**config.mk**
```make
export PLATFORM = sky130hd
export DESIGN_NAME = gpio_pin_config_block_top
export DESIGN_NICKNAME = d
export VERILOG_FILES = /design/src/hdl/gpcb_pkg.sv /design/src/hdl/gpcb_pin_store.sv /design/src/hdl/gpcb_cmd_exec.sv /design/src/hdl/gpio_pin_config_block_top.sv
export SDC_FILE = /design/constraint.sdc
export NUM_CORES = 2
export LEC_CHECK = 0
export BUFFER_PORTS_ARGS = -buffer_cell sky130_fd_sc_hd__buf_4
export CAP_MARGIN = 5
export CELL_PAD_IN_SITES_DETAIL_PLACEMENT = 1
export CELL_PAD_IN_SITES_GLOBAL_PLACEMENT = 1
export CORE_MARGIN = 3
export CORE_UTILIZATION = 35
export DETAILED_ROUTE_END_ITERATION = 16
export MAX_ROUTING_LAYER = met4
export PLACE_DENSITY = 0.51
export SLEW_MARGIN = 20
export SYNTH_ARGS = -nofsm -noshare
export SYNTH_HDL_FRONTEND = slang
export SYNTH_SLANG_ARGS = --single-unit
```
**constraint.sdc**
```tcl
create_clock -name clk_i -period 10.95 [get_ports clk_i]
set_input_delay 0 -clock clk_i [delete_from_list [all_inputs] [get_ports clk_i]]
set_output_delay 0 -clock clk_i [all_outputs]
set_load 0.01 [all_outputs]
```
**src/hdl/gpcb_pkg.sv**
```systemverilog
// Shared types, command codes and bank constants for the GPIO pin configuration block.
`timescale 1ns / 1ps

package gpcb_pkg;

  localparam int PORT_COUNT    = 8;
  localparam int PINS_PER_PORT = 16;
  localparam int STORE_DEPTH   = 128;
  localparam int PIN_W         = $clog2(STORE_DEPTH);
  localparam int PIN_TOTAL     = PORT_COUNT * PINS_PER_PORT;
  localparam int PIN_LIMIT     = (PIN_TOTAL < STORE_DEPTH) ? PIN_TOTAL : STORE_DEPTH;
  localparam int LIMIT_W       = PIN_W + 1;

  typedef enum logic [2:0] {
    CMD_SET_MODE   = 3'd0,
    CMD_SET_OTYPE  = 3'd1,
    CMD_SET_SPEED  = 3'd2,
    CMD_SET_PULL   = 3'd3,
    CMD_SET_ALTFN  = 3'd4,
    CMD_SET_LATCH  = 3'd5,
    CMD_CLR_LATCH  = 3'd6,
    CMD_READ_PAD   = 3'd7
  } cmd_e;

  localparam logic [1:0] STATUS_OK        = 2'd0;
  localparam logic [1:0] STATUS_RANGE     = 2'd1;
  localparam logic [1:0] STATUS_NOT_ALT   = 2'd2;

  localparam logic [1:0] MODE_ALTERNATE   = 2'b10;
  localparam logic [3:0] MAX_TWO_BIT      = 4'd3;
  localparam logic [3:0] MAX_ONE_BIT      = 4'd1;

  typedef struct packed {
    logic [2:0]       command;
    logic [PIN_W-1:0] pin_index;
    logic [3:0]       value;
    logic             pad_level;
  } gpio_in_t;

  typedef struct packed {
    logic [1:0] status;
    logic       read_level;
    logic [1:0] pin_mode;
    logic       pin_open_drain;
    logic [1:0] pin_speed;
    logic [1:0] pin_pull;
    logic [3:0] pin_alt_func;
    logic       pin_out_level;
  } gpio_out_t;

  typedef struct packed {
    logic [1:0] mode;
    logic       open_drain;
    logic [1:0] speed;
    logic [1:0] pull;
    logic [3:0] alt_func;
    logic       out_level;
  } pin_cfg_t;

endpackage

```
**src/hdl/gpcb_pin_store.sv**
```systemverilog
// Per-pin settings memory with reset-clear valid bits and write-to-read forwarding.
`timescale 1ns / 1ps

module gpcb_pin_store
  import gpcb_pkg::*;
(
  input  logic             clk_i,
  input  logic             rst_ni,
  input  logic             rd_en_i,
  input  logic [PIN_W-1:0] rd_addr_i,
  output pin_cfg_t         rd_data_o,
  input  logic             wr_en_i,
  input  logic [PIN_W-1:0] wr_addr_i,
  input  pin_cfg_t         wr_data_i
);

  pin_cfg_t               mem_q [STORE_DEPTH];
  logic [STORE_DEPTH-1:0] vld_q;
  pin_cfg_t               raw_q;
  pin_cfg_t               fwd_data_q;
  logic                   hit_q;
  logic                   fwd_q;

  always_ff @(posedge clk_i) begin
    if (wr_en_i) begin
      mem_q[wr_addr_i] <= wr_data_i;
    end
    if (rd_en_i) begin
      raw_q      <= mem_q[rd_addr_i];
      fwd_data_q <= wr_data_i;
    end
  end

  always_ff @(posedge clk_i or negedge rst_ni) begin
    if (!rst_ni) begin
      vld_q <= '0;
      hit_q <= 1'b0;
      fwd_q <= 1'b0;
    end else begin
      if (wr_en_i) begin
        vld_q[wr_addr_i] <= 1'b1;
      end
      if (rd_en_i) begin
        hit_q <= vld_q[rd_addr_i];
        fwd_q <= wr_en_i && (wr_addr_i == rd_addr_i);
      end
    end
  end

  // Entries never written since reset read as all zero.
  assign rd_data_o = fwd_q ? fwd_data_q : (hit_q ? raw_q : '0);

endmodule

```
**src/hdl/gpcb_cmd_exec.sv**
```systemverilog
// Applies one command to the addressed pin's settings and forms the result item.
`timescale 1ns / 1ps

module gpcb_cmd_exec
  import gpcb_pkg::*;
(
  input  gpio_in_t  item_i,
  input  pin_cfg_t  cur_i,
  output pin_cfg_t  next_o,
  output logic      wr_en_o,
  output gpio_out_t result_o
);

  logic       in_range;
  logic [1:0] status;
  logic       rd_level;
  pin_cfg_t   nxt;

  assign in_range = ({1'b0, item_i.pin_index} < LIMIT_W'(PIN_LIMIT));

  always_comb begin
    nxt      = cur_i;
    status   = STATUS_OK;
    rd_level = 1'b0;
    case (cmd_e'(item_i.command))
      CMD_SET_MODE: begin
        if (item_i.value > MAX_TWO_BIT) status = STATUS_RANGE;
        else nxt.mode = item_i.value[1:0];
      end
      CMD_SET_OTYPE: begin
        if (item_i.value > MAX_ONE_BIT) status = STATUS_RANGE;
        else nxt.open_drain = item_i.value[0];
      end
      CMD_SET_SPEED: begin
        if (item_i.value > MAX_TWO_BIT) status = STATUS_RANGE;
        else nxt.speed = item_i.value[1:0];
      end
      CMD_SET_PULL: begin
        if (item_i.value > MAX_TWO_BIT) status = STATUS_RANGE;
        else nxt.pull = item_i.value[1:0];
      end
      CMD_SET_ALTFN: begin
        if (cur_i.mode != MODE_ALTERNATE) status = STATUS_NOT_ALT;
        else nxt.alt_func = item_i.value;
      end
      CMD_SET_LATCH: nxt.out_level = 1'b1;
      CMD_CLR_LATCH: nxt.out_level = 1'b0;
      default:       rd_level = item_i.pad_level;
    endcase
  end

  assign next_o  = nxt;
  assign wr_en_o = in_range;

  always_comb begin
    if (in_range) begin
      result_o.status         = status;
      result_o.read_level     = rd_level;
      result_o.pin_mode       = nxt.mode;
      result_o.pin_open_drain = nxt.open_drain;
      result_o.pin_speed      = nxt.speed;
      result_o.pin_pull       = nxt.pull;
      result_o.pin_alt_func   = nxt.alt_func;
      result_o.pin_out_level  = nxt.out_level;
    end else begin
      result_o        = '0;
      result_o.status = STATUS_RANGE;
    end
  end

endmodule

```
**src/hdl/gpio_pin_config_block_top.sv**
```systemverilog
// Top level of the GPIO pin configuration block: input stage, settings memory, result register.
//
//   Channel  Direction  Handshake                Payload
//   in       input      in_valid_i / in_ready_o   in_item_i  (gpio_in_t)
//   out      output     out_valid_o / out_ready_i out_item_o (gpio_out_t)
//
// An item is accepted into the execute stage while the pin's settings are read from
// the memory; the command is applied in the execute stage and, as the item leaves it,
// the entry is written back and the result registered. One item is taken every cycle
// unless the output stalls; the memory is read at the accepting edge and written back
// as the item leaves, with a forward path covering back-to-back items to the same pin.
// Reset clears a valid bit per pin, so every pin reads as all zero at once after reset.
// A stalled output holds the execute stage, which in turn lowers in_ready_o.
`timescale 1ns / 1ps

module gpio_pin_config_block_top
  import gpcb_pkg::*;
(
  input  logic      clk_i,
  input  logic      rst_ni,
  input  logic      in_valid_i,
  output logic      in_ready_o,
  input  gpio_in_t  in_item_i,
  output logic      out_valid_o,
  input  logic      out_ready_i,
  output gpio_out_t out_item_o
);

  // Execute stage: the accepted item waits here while its pin's entry is read.
  logic      exe_valid_q;
  gpio_in_t  exe_item_q;
  logic      exe_adv;
  logic      in_fire;

  // Result register.
  logic      out_valid_q;
  gpio_out_t out_item_q;

  pin_cfg_t  cur_cfg;
  pin_cfg_t  next_cfg;
  logic      cfg_wr;
  gpio_out_t result;

  // The execute stage moves on whenever the result register is free or being emptied.
  assign exe_adv    = exe_valid_q && (!out_valid_q || out_ready_i);
  assign in_ready_o = !exe_valid_q || exe_adv;
  assign in_fire    = in_valid_i && in_ready_o;

  gpcb_pin_store u_store (
    .clk_i     (clk_i),
    .rst_ni    (rst_ni),
    .rd_en_i   (in_fire),
    .rd_addr_i (in_item_i.pin_index),
    .rd_data_o (cur_cfg),
    .wr_en_i   (exe_adv && cfg_wr),
    .wr_addr_i (exe_item_q.pin_index),
    .wr_data_i (next_cfg)
  );

  gpcb_cmd_exec u_exec (
    .item_i   (exe_item_q),
    .cur_i    (cur_cfg),
    .next_o   (next_cfg),
    .wr_en_o  (cfg_wr),
    .result_o (result)
  );

  always_ff @(posedge clk_i) begin
    if (in_fire) begin
      exe_item_q <= in_item_i;
    end
    if (exe_adv) begin
      out_item_q <= result;
    end
  end

  always_ff @(posedge clk_i or negedge rst_ni) begin
    if (!rst_ni) begin
      exe_valid_q <= 1'b0;
      out_valid_q <= 1'b0;
    end else begin
      if (in_ready_o) begin
        exe_valid_q <= in_valid_i;
      end
      if (exe_adv) begin
        out_valid_q <= 1'b1;
      end else if (out_ready_i) begin
        out_valid_q <= 1'b0;
      end
    end
  end

  assign out_valid_o = out_valid_q;
  assign out_item_o  = out_item_q;

endmodule
```
==> impl_results.md <==
* Status: complete, no violations
* Layout cell share with drive strength beyond 1 at 0.341
* H-tree Lvls at 4
* Worst vdd ir at 0.124 mV
* Fin. max-slew vios at 0
* Initial DRC Count at 2,750
* TritonCTS Buffers at 184
* Hold endpoint: exe_item_q[5]
* Die H at 442 µm
* CP startpoint kind: input pin
* Top_reg_cell synth: edfxtp_1
* Register Area at 51,000 µm²
* Leak pwr at 25.0 nW
* Setup TNS at 0 ns
* Core Region at 188,000 µm²
* Worst Setup End Kind: register
* Clock latency at the later pin of the worst-skew pair at 0.82 ns
* R2R depth at 6
* Residual DRC at 0
* Inst Count DP at approximately 5,400
* I/O pin cnt at 36
* Reg2Reg Launch Point: out_valid_o
* Relative slew slack at 0.204
* Routed len/inst at between 30 and 40 µm
* CTS tree: done
* Clock sinks at between 1,500 and 2,000
* Routed vias at 31,300
* Tightest Pin Transition at 1.19 ns
* Die W at 442 µm
* Synth Warn # at 0
* Asr flop ratio synth at 0.0767
* Area grow syn2layout at 15.8%
* RSZ-0062 raised after global routing: false
* Die ar. at around 190,000 µm²
* Largest net degree at the start of global routing at 111
* Post-CTS Hold Buffers at 29
* Final Hold Fails at 0
* First-pass GRT wire length at 262,000 µm
* Clock buffer depth at 3
* Pwr/cell area at about 190 nW/µm²
* WHS Path Cells at 2
* Final non-filler cell total at just under 6,000
* Drt first pass iters at 8
* Placed wire-length estimate at 106,000 µm
* WP data arrival at 4.41 ns
* Tcrit/Tclk final at 0.366
* Row cnt at 159
* Layout filler cell count at 17,600
* Crit path time final at 4.00 ns
* Post-synth EDFFs at 1,590
* Most frequent cells in the layout: 1,590 x edfxtp_1, 488 x mux4_2, 188 x clkbuf_16, 132 x dfrtp_1, 128 x buf_4
* Max_cap viols at 0
* ANT nets after route at 0
* CTS root buffer: clkbuf_16
* Post-Synthesis Cells at 2,967
* Sequential cell area fraction in the yosys report at 0.769
* GP Congestion at just under 0.8
* Vias in the first global route at 34,000
* Layout Nets at about 3,200
* Fmax achieved at 250 MHz
* Avg Cell Area, Syn at ~22 µm²
* Crit Path Category: in2reg
* Post-DR vias/cell at about 5.4
* Worst EP required at about 11 ns
* Crit-path max FO at 21
* Net count after synthesis at 2,986
* Tot GR Track Use at 0.196
* Grt ovf at 0
* Commonest non-fill, non-tap cell in the layout: edfxtp_1
* Clock transition at the registers of the reported paths at 0.07 ns
* Postcts setup bufs at 0
* Area of the multi-input gates at 15,100 µm²
* Initial antenna violation count at 5
* Routed Wire Length at 184,000 µm
* Number of distinct library cells after synthesis at 45
* HP Start: in_item_i[5]
* Reg-to-Reg End: u_store.mem_q[46][1]
* Clk_skew at 0.0354 ns
* Power after layout at between 10 and 15 mW
* Post-CTS Resized at 0
* Initial core utilization at 0.353
* # port buffers at 35
* Flop-to-flop setup slack at roughly 7.0 ns
* Worst min-delay path class: in2reg
* Post-Syn Area at 66,400 µm²
* Setup violations, final at 0
* #FFs+latches synth at 1,722
## power breakdown
group | switching, mW | internal, mW | leakage, nW
combinational | 0.681 | 0.346 | 5.69
sequential | 0.0545 | 7.49 | 16.4
clock | 2.62 | 3.61 | 2.98
## cell usage after synthesis, types with 3 or more instances
library cell / number / area (µm²)
or2_2: 88 / 551
nand2_1: 42 / 158
inv_1: 4 / 15.0
mux2i_1: 73 / 731
buf_2: 49 / 245
clkbuf_1: 61 / 229
a21oi_1: 38 / 190
mux2_2: 14 / 158
o21ai_1: 15 / 75.1
dfrtp_1: 132 / 3300
a32oi_1: 12 / 105
nand3_1: 24 / 120
nor2_1: 171 / 642
or2_1: 40 / 250
a22oi_1: 7 / 52.6
nor3_1: 3 / 15.0
buf_1: 17 / 63.8
buf_6: 9 / 101
nand2b_1: 4 / 25.0
edfxtp_1: 1590 / 47700
mux4_2: 488 / 11000
and2_1: 3 / 18.8
buf_4: 18 / 135
nor2b_1: 16 / 100
xnor2_1: 6 / 52.6
nand4_1: 15 / 93.8
nand3b_1: 4 / 30.0
## worst max-delay path, stage by stage
cell	delay [ns]
dlygate4sd3_1	0.55
buf_4	0.11
dlygate4sd3_1	0.53
nand2b_1	0.12
and2_1	0.13
buf_4	0.34
nor2b_1	0.37
nand3_2	0.95
nor2_2	1.27
## registers in the layout (all words and copies together), names as in the netlist
name and cells:
u_store.raw_q 12, u_store.fwd_q 1, exe_item_q 15, out_item_o 15, u_store.mem_q 1536, u_store.hit_q 1
u_store.fwd_data_q 12, out_valid_o 1, exe_valid_q 1, u_store.vld_q 128
## layer usage
layer	vias up	GRT usage	routed length (µm)
met5	-	-	0
met4	0	0.0467	3840
met3	224	0.0299	8760
met2	780	0.310	89800
met1	17500	0.269	81300
li1	12800	-	-
## through the flow
stage	setup WS, ns	util	hold WS [ns]	area, µm²
floorplan	3.66	-	-0.296	66400
global placement	6.69	0.373	0.0734	70200
detailed placement	6.69	0.374	0.0941	70300
CTS	6.96	0.407	0.115	76700
global route	6.82	0.408	0.183	76900
finish	6.95	0.408	0.191	76900
## cell type report
class	instances	area share
well taps	2495	0.0406
repair buffers	168	0.0195
clock buffers	230	0.0636
inverters	4	0.000195
flip-flops and latches	1722	0.664
clock inverters	118	0.0152
multi-input cells	1087	0.197
diodes	3	0.0000977
## how the worst max path moves through the flow
stage | from | end
floorplan | u_store.fwd_q | out_item_o[6]
global placement | in_item_i[5] | u_store.hit_q
detailed placement | in_item_i[5] | u_store.hit_q
CTS | u_store.fwd_q | u_store.mem_q[69][3]
global route | out_valid_o | u_store.mem_q[46][1]
finish | out_ready_i | u_store.mem_q[46][1]
## cell families after synthesis
logic type / Yosys count / share of synthesized area
buf+inv: 158 / 0.0119
mux: 575 / 0.179
simple gates: 416 / 0.0308
compound gates: 89 / 0.00852
xor+xnor: 7 / 0.000923
flops: 1722 / 0.769
(Power assumes the default switching activity.)
